### src/rtl/bip_pkg.sv
// Shared types and constants for the beacon information-element summary parser.
// Holds the queue record passed from the byte walker to the result formatter.
// No dependencies.
package bip_pkg;

  // Element identifiers that the walker keeps.
  localparam logic [7:0] ID_SSID     = 8'h00;
  localparam logic [7:0] ID_RATES    = 8'h01;
  localparam logic [7:0] ID_EXT_RATE = 8'h32;
  localparam logic [7:0] ID_VHT_OP   = 8'hC0;
  localparam logic [7:0] ID_HT_OP    = 8'h3D;

  // Found-flag bits, one per wanted element kind.
  localparam int unsigned FLAG_RATES = 0;
  localparam int unsigned FLAG_EXT   = 1;
  localparam int unsigned FLAG_VHT   = 2;
  localparam int unsigned FLAG_HT    = 3;

  localparam logic [7:0] RATE_ENTRIES   = 8'd8;
  localparam logic [7:0] BASIC_LIMIT    = 8'h80;
  localparam logic [7:0] SSID_MAX       = 8'd32;
  localparam logic [7:0] BAND_5G_FIRST  = 8'd15;

  // Status codes of the summary.
  localparam logic [1:0] ST_OK        = 2'd0;
  localparam logic [1:0] ST_NO_SSID   = 2'd1;
  localparam logic [1:0] ST_NO_RATES  = 2'd2;
  localparam logic [1:0] ST_BAD_RATES = 2'd3;

  // Channel width codes.
  localparam logic [1:0] CW_20 = 2'd0;
  localparam logic [1:0] CW_40 = 2'd1;
  localparam logic [1:0] CW_80 = 2'd2;

  localparam logic KIND_RATE    = 1'b0;
  localparam logic KIND_SUMMARY = 1'b1;

  // Depth of the queue between walker and formatter.
  localparam int unsigned QUEUE_DEPTH = 4;
  localparam int unsigned QUEUE_AW    = 2;

  // One queue entry: an optional rate and an optional end-of-frame summary.
  typedef struct packed {
    logic       has_rate;
    logic [7:0] rate;
    logic       has_summary;
    logic       first_ssid;
    logic [5:0] ssid_size;
    logic [3:0] found;
    logic       rates_ok;
    logic [3:0] basic_cnt;
    logic [3:0] plain_cnt;
    logic [3:0] ext_cnt;
    logic       vht_wide;
    logic       ht_40;
    logic [7:0] chan;
  } bip_rec_t;

  function automatic logic [3:0] kind_flag(input logic [7:0] id);
    logic [3:0] f;
    f = 4'b0000;
    if (id == ID_RATES)    f[FLAG_RATES] = 1'b1;
    if (id == ID_EXT_RATE) f[FLAG_EXT]   = 1'b1;
    if (id == ID_VHT_OP)   f[FLAG_VHT]   = 1'b1;
    if (id == ID_HT_OP)    f[FLAG_HT]    = 1'b1;
    return f;
  endfunction

endpackage

### src/rtl/bip_front.sv
// Byte walker: follows the element chain one byte per item and queues records.
// Depends on bip_pkg.
module bip_front #(
  parameter int unsigned MAX_AREA_BYTES     = 2048,
  parameter int unsigned MAX_EXTENDED_RATES = 4
) (
  input  logic             clk,
  input  logic             rst,
  input  logic             accept,
  input  logic [7:0]       ie_byte,
  input  logic [11:0]      area_length,
  input  logic [7:0]       rx_channel,
  input  logic             end_of_frame,
  output logic             rec_push,
  output bip_pkg::bip_rec_t rec
);
  import bip_pkg::*;

  localparam int unsigned POS_W = $clog2(MAX_AREA_BYTES + 1);
  localparam int unsigned EXT_W = $clog2(MAX_EXTENDED_RATES + 1);
  localparam int unsigned AW    = ((POS_W > 12) ? POS_W : 12) + 2;

  localparam logic [1:0] PH_ID   = 2'd0;
  localparam logic [1:0] PH_LEN  = 2'd1;
  localparam logic [1:0] PH_BODY = 2'd2;
  localparam logic [1:0] PH_DONE = 2'd3;

  logic [POS_W-1:0] pos, pos_next;
  logic [1:0]       phase, phase_next;
  logic [7:0]       kind, kind_next;
  logic [7:0]       remaining, remaining_next;
  logic [7:0]       index, index_next;
  logic [3:0]       found, found_next;
  logic             first_ssid, first_ssid_next;
  logic [5:0]       ssid_size, ssid_size_next;
  logic [7:0]       rates_len, rates_len_next;
  logic [3:0]       basic_cnt, basic_cnt_next;
  logic [3:0]       plain_cnt, plain_cnt_next;
  logic [EXT_W-1:0] ext_cnt, ext_cnt_next;
  logic             vht_wide, vht_wide_next;
  logic             ht_40, ht_40_next;
  logic             capturing, capturing_next;

  logic [AW-1:0] alen_raw, alen, pos_ext, pos_m1, avail, b_ext;
  logic [3:0]    fl;
  logic          emit_rate;

  always_comb begin
    pos_next        = pos;
    phase_next      = phase;
    kind_next       = kind;
    remaining_next  = remaining;
    index_next      = index;
    found_next      = found;
    first_ssid_next = first_ssid;
    ssid_size_next  = ssid_size;
    rates_len_next  = rates_len;
    basic_cnt_next  = basic_cnt;
    plain_cnt_next  = plain_cnt;
    ext_cnt_next    = ext_cnt;
    vht_wide_next   = vht_wide;
    ht_40_next      = ht_40;
    capturing_next  = capturing;
    emit_rate       = 1'b0;

    alen_raw = AW'(area_length);
    alen     = (alen_raw > AW'(MAX_AREA_BYTES)) ? AW'(MAX_AREA_BYTES) : alen_raw;
    pos_ext  = AW'(pos);
    pos_m1   = pos_ext - AW'(1);
    avail    = (pos_m1 < alen) ? (alen - pos_m1) : '0;
    b_ext    = AW'(ie_byte);
    fl       = kind_flag(kind);

    if (pos == '0) first_ssid_next = (ie_byte == ID_SSID);
    if (pos == POS_W'(1)) begin
      ssid_size_next = (ie_byte > SSID_MAX) ? SSID_MAX[5:0] : ie_byte[5:0];
    end

    unique case (phase)
      PH_ID: begin
        if (pos_ext + AW'(2) > alen) begin
          phase_next = PH_DONE;
        end else begin
          kind_next  = ie_byte;
          phase_next = PH_LEN;
        end
      end
      PH_LEN: begin
        if (b_ext + AW'(2) > avail) begin
          phase_next = PH_DONE;
        end else begin
          capturing_next = 1'b0;
          if (avail >= AW'(3) && fl != 4'b0000 && (found & fl) == 4'b0000) begin
            found_next     = found | fl;
            capturing_next = 1'b1;
            if (fl[FLAG_RATES]) rates_len_next = ie_byte;
            if (fl[FLAG_EXT]) begin
              ext_cnt_next = (ie_byte > 8'(MAX_EXTENDED_RATES)) ?
                             EXT_W'(MAX_EXTENDED_RATES) : EXT_W'(ie_byte);
            end
            if (fl[FLAG_VHT]) vht_wide_next = 1'b0;
            if (fl[FLAG_HT])  ht_40_next    = 1'b0;
          end
          if (ie_byte == 8'd0) begin
            phase_next     = PH_ID;
            capturing_next = 1'b0;
          end else begin
            phase_next     = PH_BODY;
            remaining_next = ie_byte;
            index_next     = 8'd0;
          end
        end
      end
      PH_BODY: begin
        if (capturing) begin
          if (kind == ID_RATES && first_ssid && rates_len == RATE_ENTRIES &&
              index < RATE_ENTRIES) begin
            emit_rate = 1'b1;
            if (ie_byte > BASIC_LIMIT) basic_cnt_next = basic_cnt + 4'd1;
            else                       plain_cnt_next = plain_cnt + 4'd1;
          end
          if (kind == ID_VHT_OP && index == 8'd0) vht_wide_next = (ie_byte != 8'd0);
          if (kind == ID_HT_OP && index == 8'd1)  ht_40_next    = ie_byte[2];
        end
        if (index != 8'hFF) index_next = index + 8'd1;
        remaining_next = remaining - 8'd1;
        if (remaining_next == 8'd0) begin
          phase_next     = PH_ID;
          capturing_next = 1'b0;
        end
      end
      PH_DONE: begin
        phase_next = PH_DONE;
      end
      default: begin
        phase_next = PH_DONE;
      end
    endcase

    if (pos != POS_W'(MAX_AREA_BYTES)) pos_next = pos + POS_W'(1);
  end

  always_comb begin
    rec.has_rate    = emit_rate;
    rec.rate        = ie_byte;
    rec.has_summary = end_of_frame;
    rec.first_ssid  = first_ssid_next;
    rec.ssid_size   = ssid_size_next;
    rec.found       = found_next;
    rec.rates_ok    = (rates_len_next == RATE_ENTRIES);
    rec.basic_cnt   = basic_cnt_next;
    rec.plain_cnt   = plain_cnt_next;
    rec.ext_cnt     = 4'(ext_cnt_next);
    rec.vht_wide    = vht_wide_next;
    rec.ht_40       = ht_40_next;
    rec.chan        = rx_channel;
  end

  assign rec_push = accept && (emit_rate || end_of_frame);

  always_ff @(posedge clk) begin
    if (rst || (accept && end_of_frame)) begin
      pos        <= '0;
      phase      <= PH_ID;
      kind       <= '0;
      remaining  <= '0;
      index      <= '0;
      found      <= '0;
      first_ssid <= 1'b0;
      ssid_size  <= '0;
      rates_len  <= '0;
      basic_cnt  <= '0;
      plain_cnt  <= '0;
      ext_cnt    <= '0;
      vht_wide   <= 1'b0;
      ht_40      <= 1'b0;
      capturing  <= 1'b0;
    end else if (accept) begin
      pos        <= pos_next;
      phase      <= phase_next;
      kind       <= kind_next;
      remaining  <= remaining_next;
      index      <= index_next;
      found      <= found_next;
      first_ssid <= first_ssid_next;
      ssid_size  <= ssid_size_next;
      rates_len  <= rates_len_next;
      basic_cnt  <= basic_cnt_next;
      plain_cnt  <= plain_cnt_next;
      ext_cnt    <= ext_cnt_next;
      vht_wide   <= vht_wide_next;
      ht_40      <= ht_40_next;
      capturing  <= capturing_next;
    end
  end

endmodule

### src/rtl/bip_queue.sv
// Short record queue between the byte walker and the result formatter.
// Depends on bip_pkg.
module bip_queue (
  input  logic              clk,
  input  logic              rst,
  input  logic              push,
  input  bip_pkg::bip_rec_t wr_rec,
  input  logic              pop,
  output bip_pkg::bip_rec_t rd_rec,
  output logic              full,
  output logic              empty
);
  import bip_pkg::*;

  bip_rec_t             slots [QUEUE_DEPTH];
  logic [QUEUE_AW-1:0]  wr_ptr;
  logic [QUEUE_AW-1:0]  rd_ptr;
  logic [QUEUE_AW:0]    count;

  assign full   = (count == (QUEUE_AW + 1)'(QUEUE_DEPTH));
  assign empty  = (count == '0);
  assign rd_rec = slots[rd_ptr];

  always_ff @(posedge clk) begin
    if (push) slots[wr_ptr] <= wr_rec;
  end

  always_ff @(posedge clk) begin
    if (rst) begin
      wr_ptr <= '0;
      rd_ptr <= '0;
      count  <= '0;
    end else begin
      if (push) wr_ptr <= wr_ptr + QUEUE_AW'(1);
      if (pop)  rd_ptr <= rd_ptr + QUEUE_AW'(1);
      unique case ({push, pop})
        2'b10:   count <= count + (QUEUE_AW + 1)'(1);
        2'b01:   count <= count - (QUEUE_AW + 1)'(1);
        default: count <= count;
      endcase
    end
  end

endmodule

### src/rtl/bip_back.sv
// Result formatter: expands queued records into rate and summary results.
// Holds the output register. Depends on bip_pkg.
module bip_back (
  input  logic              clk,
  input  logic              rst,
  input  bip_pkg::bip_rec_t head,
  input  logic              head_valid,
  output logic              head_pop,
  input  logic              pop,
  output logic              empty,
  output logic              kind,
  output logic [7:0]        rate_value,
  output logic              rate_is_basic,
  output logic [8:0]        rate_speed,
  output logic [1:0]        status,
  output logic [5:0]        ssid_length,
  output logic [3:0]        basic_rate_count,
  output logic [3:0]        rate_count,
  output logic              band_5ghz,
  output logic [1:0]        channel_width,
  output logic [1:0]        ht_vht_flags,
  output logic              last_result
);
  import bip_pkg::*;

  logic out_valid;
  logic rate_done;     // rate half of the head record already sent
  logic load;
  logic send_rate;

  logic [4:0] half;
  logic [1:0] st;
  logic [4:0] rc_sum;
  logic       vht;
  logic [1:0] cw;
  logic [1:0] fl;

  assign empty     = !out_valid;
  assign load      = head_valid && (!out_valid || pop);
  assign send_rate = head.has_rate && !rate_done;
  assign head_pop  = load && !(send_rate && head.has_summary);

  always_comb begin
    half   = head.rate[5:1];
    if (!head.first_ssid)               st = ST_NO_SSID;
    else if (!head.found[FLAG_RATES])   st = ST_NO_RATES;
    else if (head.rates_ok)             st = ST_OK;
    else                                st = ST_BAD_RATES;
    rc_sum = 5'(head.plain_cnt) + (head.found[FLAG_EXT] ? 5'(head.ext_cnt) : 5'd0);
    vht    = head.found[FLAG_VHT] && (head.chan > BAND_5G_FIRST);
    fl     = {vht, head.found[FLAG_HT]};
    if (vht)                 cw = head.vht_wide ? CW_80 : CW_40;
    else if (head.found[FLAG_HT]) cw = head.ht_40 ? CW_40 : CW_20;
    else                     cw = CW_20;
  end

  always_ff @(posedge clk) begin
    if (rst) begin
      out_valid <= 1'b0;
      rate_done <= 1'b0;
    end else begin
      if (load) begin
        out_valid <= 1'b1;
        rate_done <= send_rate && head.has_summary;
      end else if (pop) begin
        out_valid <= 1'b0;
      end
    end
  end

  always_ff @(posedge clk) begin
    if (load) begin
      if (send_rate) begin
        kind             <= KIND_RATE;
        rate_value       <= head.rate;
        rate_is_basic    <= (head.rate > BASIC_LIMIT);
        rate_speed       <= {1'b0, half, 3'b000} + {3'b000, half, 1'b0};
        status           <= ST_OK;
        ssid_length      <= '0;
        basic_rate_count <= '0;
        rate_count       <= '0;
        band_5ghz        <= 1'b0;
        channel_width    <= CW_20;
        ht_vht_flags     <= '0;
        last_result      <= 1'b0;
      end else begin
        kind             <= KIND_SUMMARY;
        rate_value       <= '0;
        rate_is_basic    <= 1'b0;
        rate_speed       <= '0;
        status           <= st;
        ssid_length      <= (st == ST_NO_SSID) ? 6'd0 : head.ssid_size;
        basic_rate_count <= (st == ST_OK) ? head.basic_cnt : 4'd0;
        rate_count       <= (st != ST_OK) ? 4'd0 :
                            (rc_sum > 5'd15) ? 4'd15 : rc_sum[3:0];
        band_5ghz        <= (st == ST_OK || st == ST_BAD_RATES) &&
                            (head.chan >= BAND_5G_FIRST);
        channel_width    <= (st == ST_OK || st == ST_BAD_RATES) ? cw : CW_20;
        ht_vht_flags     <= (st == ST_OK || st == ST_BAD_RATES) ? fl : 2'd0;
        last_result      <= 1'b1;
      end
    end
  end

endmodule

### src/rtl/beacon_ie_summary_parser.sv
// Beacon / probe-response information-element summary parser, top level.
// A result passes through the record queue and then the output register on its way out.
// The walker takes one item per cycle while the queue is not full, and the formatter loads
// one result per cycle while the output is empty or popped; a byte yielding a rate and the summary gives two results.
// Reset: synchronous, active high; clears the walker, the queue and the output valid flag.
// Depends on bip_pkg, bip_front, bip_queue and bip_back.
module beacon_ie_summary_parser #(
  parameter int unsigned MAX_AREA_BYTES     = 2048,
  parameter int unsigned MAX_EXTENDED_RATES = 4
) (
  input  logic        clk,
  input  logic        rst,
  input  logic        push,
  output logic        full,
  input  logic [7:0]  ie_byte,
  input  logic [11:0] area_length,
  input  logic [7:0]  rx_channel,
  input  logic        end_of_frame,
  output logic        empty,
  input  logic        pop,
  output logic        kind,
  output logic [7:0]  rate_value,
  output logic        rate_is_basic,
  output logic [8:0]  rate_speed,
  output logic [1:0]  status,
  output logic [5:0]  ssid_length,
  output logic [3:0]  basic_rate_count,
  output logic [3:0]  rate_count,
  output logic        band_5ghz,
  output logic [1:0]  channel_width,
  output logic [1:0]  ht_vht_flags,
  output logic        last_result
);
  import bip_pkg::*;

  // The walker takes one byte every cycle while the record queue has room.
  // Only bytes that give a rate or close the frame leave a record behind;
  // all other bytes just advance the element walk. The formatter drains
  // the queue into the output register, splitting a record that carries
  // both a rate and the summary into two results, rate first.

  logic     accept;
  logic     rec_push;
  bip_rec_t rec_in;
  bip_rec_t rec_head;
  logic     q_empty;
  logic     q_pop;

  assign accept = push && !full;

  bip_front #(
    .MAX_AREA_BYTES     (MAX_AREA_BYTES),
    .MAX_EXTENDED_RATES (MAX_EXTENDED_RATES)
  ) u_front (
    .clk          (clk),
    .rst          (rst),
    .accept       (accept),
    .ie_byte      (ie_byte),
    .area_length  (area_length),
    .rx_channel   (rx_channel),
    .end_of_frame (end_of_frame),
    .rec_push     (rec_push),
    .rec          (rec_in)
  );

  // The queue is full only when every slot holds a record; the walker
  // then stalls the input side until the formatter frees a slot.
  bip_queue u_queue (
    .clk    (clk),
    .rst    (rst),
    .push   (rec_push),
    .wr_rec (rec_in),
    .pop    (q_pop),
    .rd_rec (rec_head),
    .full   (full),
    .empty  (q_empty)
  );

  bip_back u_back (
    .clk              (clk),
    .rst              (rst),
    .head             (rec_head),
    .head_valid       (!q_empty),
    .head_pop         (q_pop),
    .pop              (pop),
    .empty            (empty),
    .kind             (kind),
    .rate_value       (rate_value),
    .rate_is_basic    (rate_is_basic),
    .rate_speed       (rate_speed),
    .status           (status),
    .ssid_length      (ssid_length),
    .basic_rate_count (basic_rate_count),
    .rate_count       (rate_count),
    .band_5ghz        (band_5ghz),
    .channel_width    (channel_width),
    .ht_vht_flags     (ht_vht_flags),
    .last_result      (last_result)
  );

endmodule
### config.mk
export PLATFORM = sky130hd
export DESIGN_NAME = beacon_ie_summary_parser
export DESIGN_NICKNAME = d
export VERILOG_FILES = /design/src/rtl/bip_pkg.sv /design/src/rtl/bip_front.sv /design/src/rtl/bip_queue.sv /design/src/rtl/bip_back.sv /design/src/rtl/beacon_ie_summary_parser.sv
export SDC_FILE = /design/constraint.sdc
export NUM_CORES = 1
export LEC_CHECK = 0
export BUFFER_PORTS_ARGS = -buffer_cell sky130_fd_sc_hd__buf_2
export CORE_MARGIN = 5
export CORE_UTILIZATION = 50
export DETAILED_ROUTE_END_ITERATION = 8
export PLACE_DENSITY = 0.69
export SLEW_MARGIN = 20
export SYNTH_ARGS = -nofsm -noshare
export SYNTH_HDL_FRONTEND = slang
export SYNTH_SLANG_ARGS = --single-unit
### constraint.sdc
create_clock -name clk -period 5 [get_ports clk]
set_clock_uncertainty 0.05 [all_clocks]
set_input_delay 0.75 -clock clk [delete_from_list [all_inputs] [get_ports clk]]
set_output_delay 0.75 -clock clk [all_outputs]
set_load 0.1 [all_outputs]
# [Yosys cells after proc, flatten, opt, wreduce, memory -nomap -nowiden]
# Memory sizes are Yosys's and may differ from the RTL's. A register that Yosys moved wholly into a read port is not among the register bits.
# Cells that the tools add are included.
[op_classes] n_mul=0 order_cmp=13 addsub=15 muxes=78 reduce_logical=49 n_div=0 eq_ne=22 shift=0 bitwise_logic=5
[op_table] operator="$mux W8" n=9
[op_table] operator="$mux W4" n=13
[op_table] operator="$pmux W8 S2" n=2
[op_table] operator="$gt A14 B14 Y1" n=2
[op_table] operator="$mux W1" n=28
[op_table] operator="$logic_not A8 Y1" n=3
[op_table] operator="$mux W2" n=12
[op_table] operator="$eq A8 B1 Y1 const B" n=2
[op_table] operator="$eq A8 B4 Y1 const B" n=2
[op_table] operator="$eq A8 B6 Y1 const B" n=2
[op_table] operator="$gt A8 B8 Y1 const B" n=2
[op_table] operator="$logic_and A1 B1 Y1" n=16
[op_table] operator="$mux W3" n=5
[op_table] operator="$ge A14 B2 Y1 const B" n=1
[op_table] operator="$lt A14 B14 Y1" n=1
[op_table] operator="$mux W14" n=1
[op_table] operator="$sub A14 B14 Y14" n=1
[op_table] operator="$add A12 B2 Y13 const B" n=1
[op_table] operator="$sub A12 B1 Y13 const B" n=1
[op_table] operator="$add A12 B1 Y12 const B" n=1
[op_table] operator="$eq A12 B1 Y1 const B" n=1
[op_table] operator="$gt A12 B12 Y1 const B" n=1
[op_table] operator="$logic_not A12 Y1" n=1
[op_table] operator="$mux W12" n=1
[op_table] operator="43 further kinds" n=73
[totals] out_inout_bits=43 latch_bits=0 in_bits=33 regBits=120 mem_count=1 word_cells=214 mem_bits_ro=0 ramBits=172
[memory_table] memory="u_queue.slots" depth=4 word_bits=43 read_ports=1 rd_ports_with_merged_regs=1 wr=1 line_no="bip_queue.sv:15" text="bip_rec_t slots [QUEUE_DEPTH];"

# [Logic depth before layout (Yosys ltp)]
[depth] depth_word=11 ltp_mapped=28 mapped_depth_nobuf=23

# [Cells and area by module]
# From an unflattened synthesis, not the netlist that was laid out.
[hier_totals] hier_cells=1224 area_unflattened_um2=14874.3
[modules_own_cells] module="bip_queue" cells_each=277 seq_area_each_um2=5465.2 instances=1 area_per_inst_um2=6841.6
[modules_own_cells] module="bip_front" cells_each=802 seq_area_each_um2=1421.4 instances=1 area_per_inst_um2=6180.9
[modules_own_cells] module="bip_back" cells_each=143 seq_area_each_um2=1151.1 instances=1 area_per_inst_um2=1834.3
[modules_own_cells] module="beacon_ie_summary_parser" cells_each=2 seq_area_each_um2=0.0 instances=1 area_per_inst_um2=17.5

# [Worst setup path before layout]
# OpenSTA, ideal clock, no wires.
[synth_path] kind="register to register" start="register u_front.pos[2]" end="memory u_queue.slots[0][10] (netlist name) (data pin)" stages_incl_launch_ff=28 period_less_slack_ns=5.286 t_arrival_ns=4.970 setup_time_ns=0.266 n_path_buf=4 required_time_ns=4.684 slack_ns=-0.286 path_cell_list="dfxtp_1 buf_2 inv_1 ha_1 a21boi_0 nand2_1 xor2_1 ha_1 clkbuf_1 a21oi_1 nand2_1 a311oi_1 o21ai_2 o311a_4 buf_6 nand2_1 ha_1 nor2b_1 o21ai_0 nand2b_1 a21oi_1 o31ai_1 o21a_1 o2111ai_1 and2_4 buf_6 nand4_1 mux2_2"
[synth_lines] element="start, declared" line_no="bip_front.sv:28" text="logic [POS_W-1:0] pos, pos_next;"
[synth_lines] element="start signal, assigned" line_no="bip_front.sv:179" text="pos <= pos_next;"
[synth_lines] element="end, declared" line_no="bip_queue.sv:15"

==> flow_summary.toml <==
[run_status]
status = "finished, final reports clean"

[run]
cap_violations = 0

[synth]
synth-seq-area-share_pct = 55.07
synthesis.nets = 1308
synthCells = 1210
netlist_area_um2 = 14380
yosys.area.top_type_share_pct = 43.66
synth_mux_area_share_pct = 7.520
syn_avg_cell_area_um2 = 11.88
ys_types = 87
synth_compound_area_share_pct = 9.443
ys_top_cells_by_area = "edfxtp_1 (44%), dfxtp_1 (11%), mux4_2 (5.5%), ha_1 (5.4%), nand2_1 (3.1%)"
synthSimpleGateAreaFrac_pct = 14.24
synth_fa_ha_area_share_pct = 5.883
synth-xor-area-share_pct = 4.343
ys_warn_count = 0
postSynth.asyncResetShare_pct = 0
synth_edf_count = 209
synth_top_family_by_area = "simple AND/OR/NAND/NOR gates"
ys_ff_latch = 291
synth_flop_cell = "edfxtp_1"
synth_top_area_cell = "edfxtp_1"

[layout]
area_growth_pct = 16.83
final_area_um2 = 16800
final_nets = 1433
register_area_um2 = 7924
final_common_cell = "edfxtp_1"
layout_common_cells = "edfxtp_1 (209), nand2_1 (114), nor2_1 (89), dfxtp_1 (77), buf_2 (74)"
final_util_pct = 58.84
multiInputGateArea_um2 = 6193
final_cells = 1743
antenna-diode-count = 0
drive_above_1_share_pct = 23.33
nFillCells = 2363

[cts]
clock_latency_ns = 0.55
numCtsBuffers = 30
htreeDepth = 1
clock_path_buffers = 3
clk_pin_slew_worst_paths_ns = 0.06
cts_tree = "done"
cts_hold_buf = 0
cts_root_buf = "clkbuf_16"
cts_sinks = 291

[floorplan]
num_rows = 62
ios = 76
start_util_pct = 50.36
die-area_um2 = 32240
die_y_um = 179.6
die_width_um = 179.6
core_area_um2 = 28550

[route]
final_antenna_net_count = 0
via_count = 9728
wirelength_um = 30880
vias_per_cell = 5.581
dr.first_iter.drc_count = 616
drcViolationCount = 0
routedWlPerCell_um = 17.71
drt-pass1-iter-count = 7

[grt]
grt_max_degree = 40
antenna_found_initial = 0
overflow = 0
grt_pass1_wl_um = 49460
grtUsageTotal_pct = 18.29
grt_pass1_vias = 9563

[power]
switchingPower_mw = 3.391
seqPwrFrac_pct = 36.7
sw_frac_of_total_pct = 40.44
total_power_mw = 8.386
p_int_mw = 4.995
power_frac_comb_pct = 38.0
ir_drop_uv = 292.1
p_per_area_nw_per_um2 = 499.3
leakage_nw = 6.247
pwr-share-clk_pct = 25.3

[sta]
rsz0062_at_grt = "yes"
period_needed_ns = 4.897
worst_slew_pin_slew_ns = 0.9033
finalCritPeriodShare_pct = 97.94
fin_tns_setup_ns = 0
setup_viol = 0
slew_headroom_pct = 39.78
hold_violations = 0
fin_ws_ns = 0.1032
drv_slew = 0
fmax_mhz = 204.2
whs_ns = 0.3759

[worst_setup_path]
arrival_ns = 5.13
crit_slowest_cell = "or4_4"
critical_path.top_delay_family = "simple AND/OR/NAND/NOR gates"
path_max_fanout = 5
critical_path_class = "flip-flop to flip-flop"
crit_path_max_incr_delay_ns = 0.52
required_ns = 5.24
cp-start-kind = "flip-flop"
cp-end-kind = "flip-flop"
cp_num_buf_inv = 2
cp_cell_sequence = "nor4_4 -> nand2_1 -> nor3_2 -> nand2_1 -> xnor2_2 -> ha_1 -> and3_4 -> nand3_4 -> or4_4 -> o311a_4 -> buf_6 -> nand2_4 -> ha_4 -> a21o_1 -> a21oi_2 -> o31ai_1 -> o21a_1 -> o2111ai_2 -> and2_4 -> nand4_1 -> buf_6 -> mux2_4"

[hold_path]
hold_class = "input port to flip-flop"

[placement]
post-place-ws_ns = -0.1821
gp_congestion = 0.8893
place_hpwl_um = 21150
place_area_um2 = 15560
post-place-cells = 1679
portBuffers = 74
[registers in the layout, indices dropped and copies added (netlist names), 3 cells and up, named ones only]
| signal | flops |
|---|---|
| u_front.remaining | 8 |
| u_front.rates_len | 8 |
| u_queue.slots | 172 |
| u_front.ssid_size | 6 |
| u_front.index | 8 |
| u_front.ext_cnt | 3 |
| u_back.rate_speed | 6 |
| u_back.basic_rate_count | 4 |
| u_front.pos | 12 |
| u_back.rate_count | 4 |
| u_front.found | 4 |
| u_back.rate_value | 8 |
| u_front.plain_cnt | 4 |
| u_queue.count | 3 |
| u_front.basic_cnt | 4 |
| u_back.ssid_length | 6 |
| u_front.kind | 8 |
[power groups by stage]
| stage | combinational [mW] | sequential (mW) | clock [mW] |
|---|---|---|---|
| 2_1_floorplan | 1.38 | 4.25 | 0 |
| 3_3_place_gp | 3.11 | 3.12 | 0 |
| 3_5_place_dp | 3.14 | 3.13 | 0 |
| 4_1_cts | 3.15 | 3.08 | 2.15 |
| 5_1_grt | 3.40 | 3.12 | 2.27 |
| 6_report | 3.19 | 3.08 | 2.12 |
[layer usage]
layer	wire length, µm	GRT usage (%)	vias to the layer above
li1	-	-	4713
met1	13160	23.91	4722
met2	15710	32.46	253
met3	1383	2.142	40
met4	619	4.998	0
met5	0	0	-
[worst register-to-register path: stages, from the launching register on]
cell and delay [ns]:
dfxtp_2 0.34, nor4_4 0.32, nand2_1 0.11, nor3_2 0.20, nand2_1 0.12, xnor2_2 0.16, ha_1 0.30, and3_4 0.19
nand3_4 0.06, or4_4 0.52, o311a_4 0.17, buf_6 0.15, nand2_4 0.06, ha_4 0.20, a21o_1 0.20, a21oi_2 0.14
o31ai_1 0.09, o21a_1 0.23, o2111ai_2 0.22, and2_4 0.19, nand4_1 0.11, buf_6 0.19, mux2_4 0.31
[path summary, 6_finish.rpt]
check | startpoint | end | slack [ns] | cells past startpoint
worst max-delay path | u_front.pos[6] | u_queue.slots[2][10] | 0.10 | 22
worst min-delay path | rx_channel[7] | u_queue.slots[0][7] | 0.38 | 1
worst max register to register | u_front.pos[6] | u_queue.slots[2][10] | 0.10 | 22
worst min register to register | u_front.ssid_size[5] | u_front.ssid_size[5] | 0.40 | 2
[logic make-up after synthesis]
kind of cell / after synthesis
AOI/OAI and AO/OA: 199
other: 1
buffers and inverters: 116
adders and majority gates: 66
DFF: 291
muxes: 63
and+or+nand+nor: 406
xor gates and xnor gates: 68
[synthesized netlist by cell type (all sizes together), types with 10 or more instances]
| library cell | instances |
|---|---|
| xnor2 | 32 |
| inv | 53 |
| nor4 | 22 |
| mux2 | 10 |
| edfxtp | 209 |
| nor3 | 17 |
| and2 | 24 |
| ha | 62 |
| a21o | 10 |
| o21ai | 44 |
| buf | 24 |
| mux4 | 35 |
| mux2i | 18 |
| or3 | 15 |
| nor2b | 22 |
| nand2b | 11 |
| and3 | 13 |
| dfxtp | 82 |
| nand2 | 118 |
| xor2 | 34 |
| nor2 | 89 |
| nand3 | 31 |
| clkbuf | 37 |
| a31oi | 10 |
| a21oi | 61 |
| nand4 | 19 |
[timing repair]
action                     4_1_cts  5_1_grt
pin swaps                        0       29
resized for setup                1       43
buffers inserted                 1        8
setup endpoints to repair       12       72
[layout make-up]
cell class	instances	area share, %
clock inverter	15	0.7747
tap	384	2.861
inverter	55	1.251
multi-input combinational	803	36.87
sequential	291	47.18
timing repair buffer	154	6.168
clock buffer	41	4.894
Power figures use the tool's default switching activity.
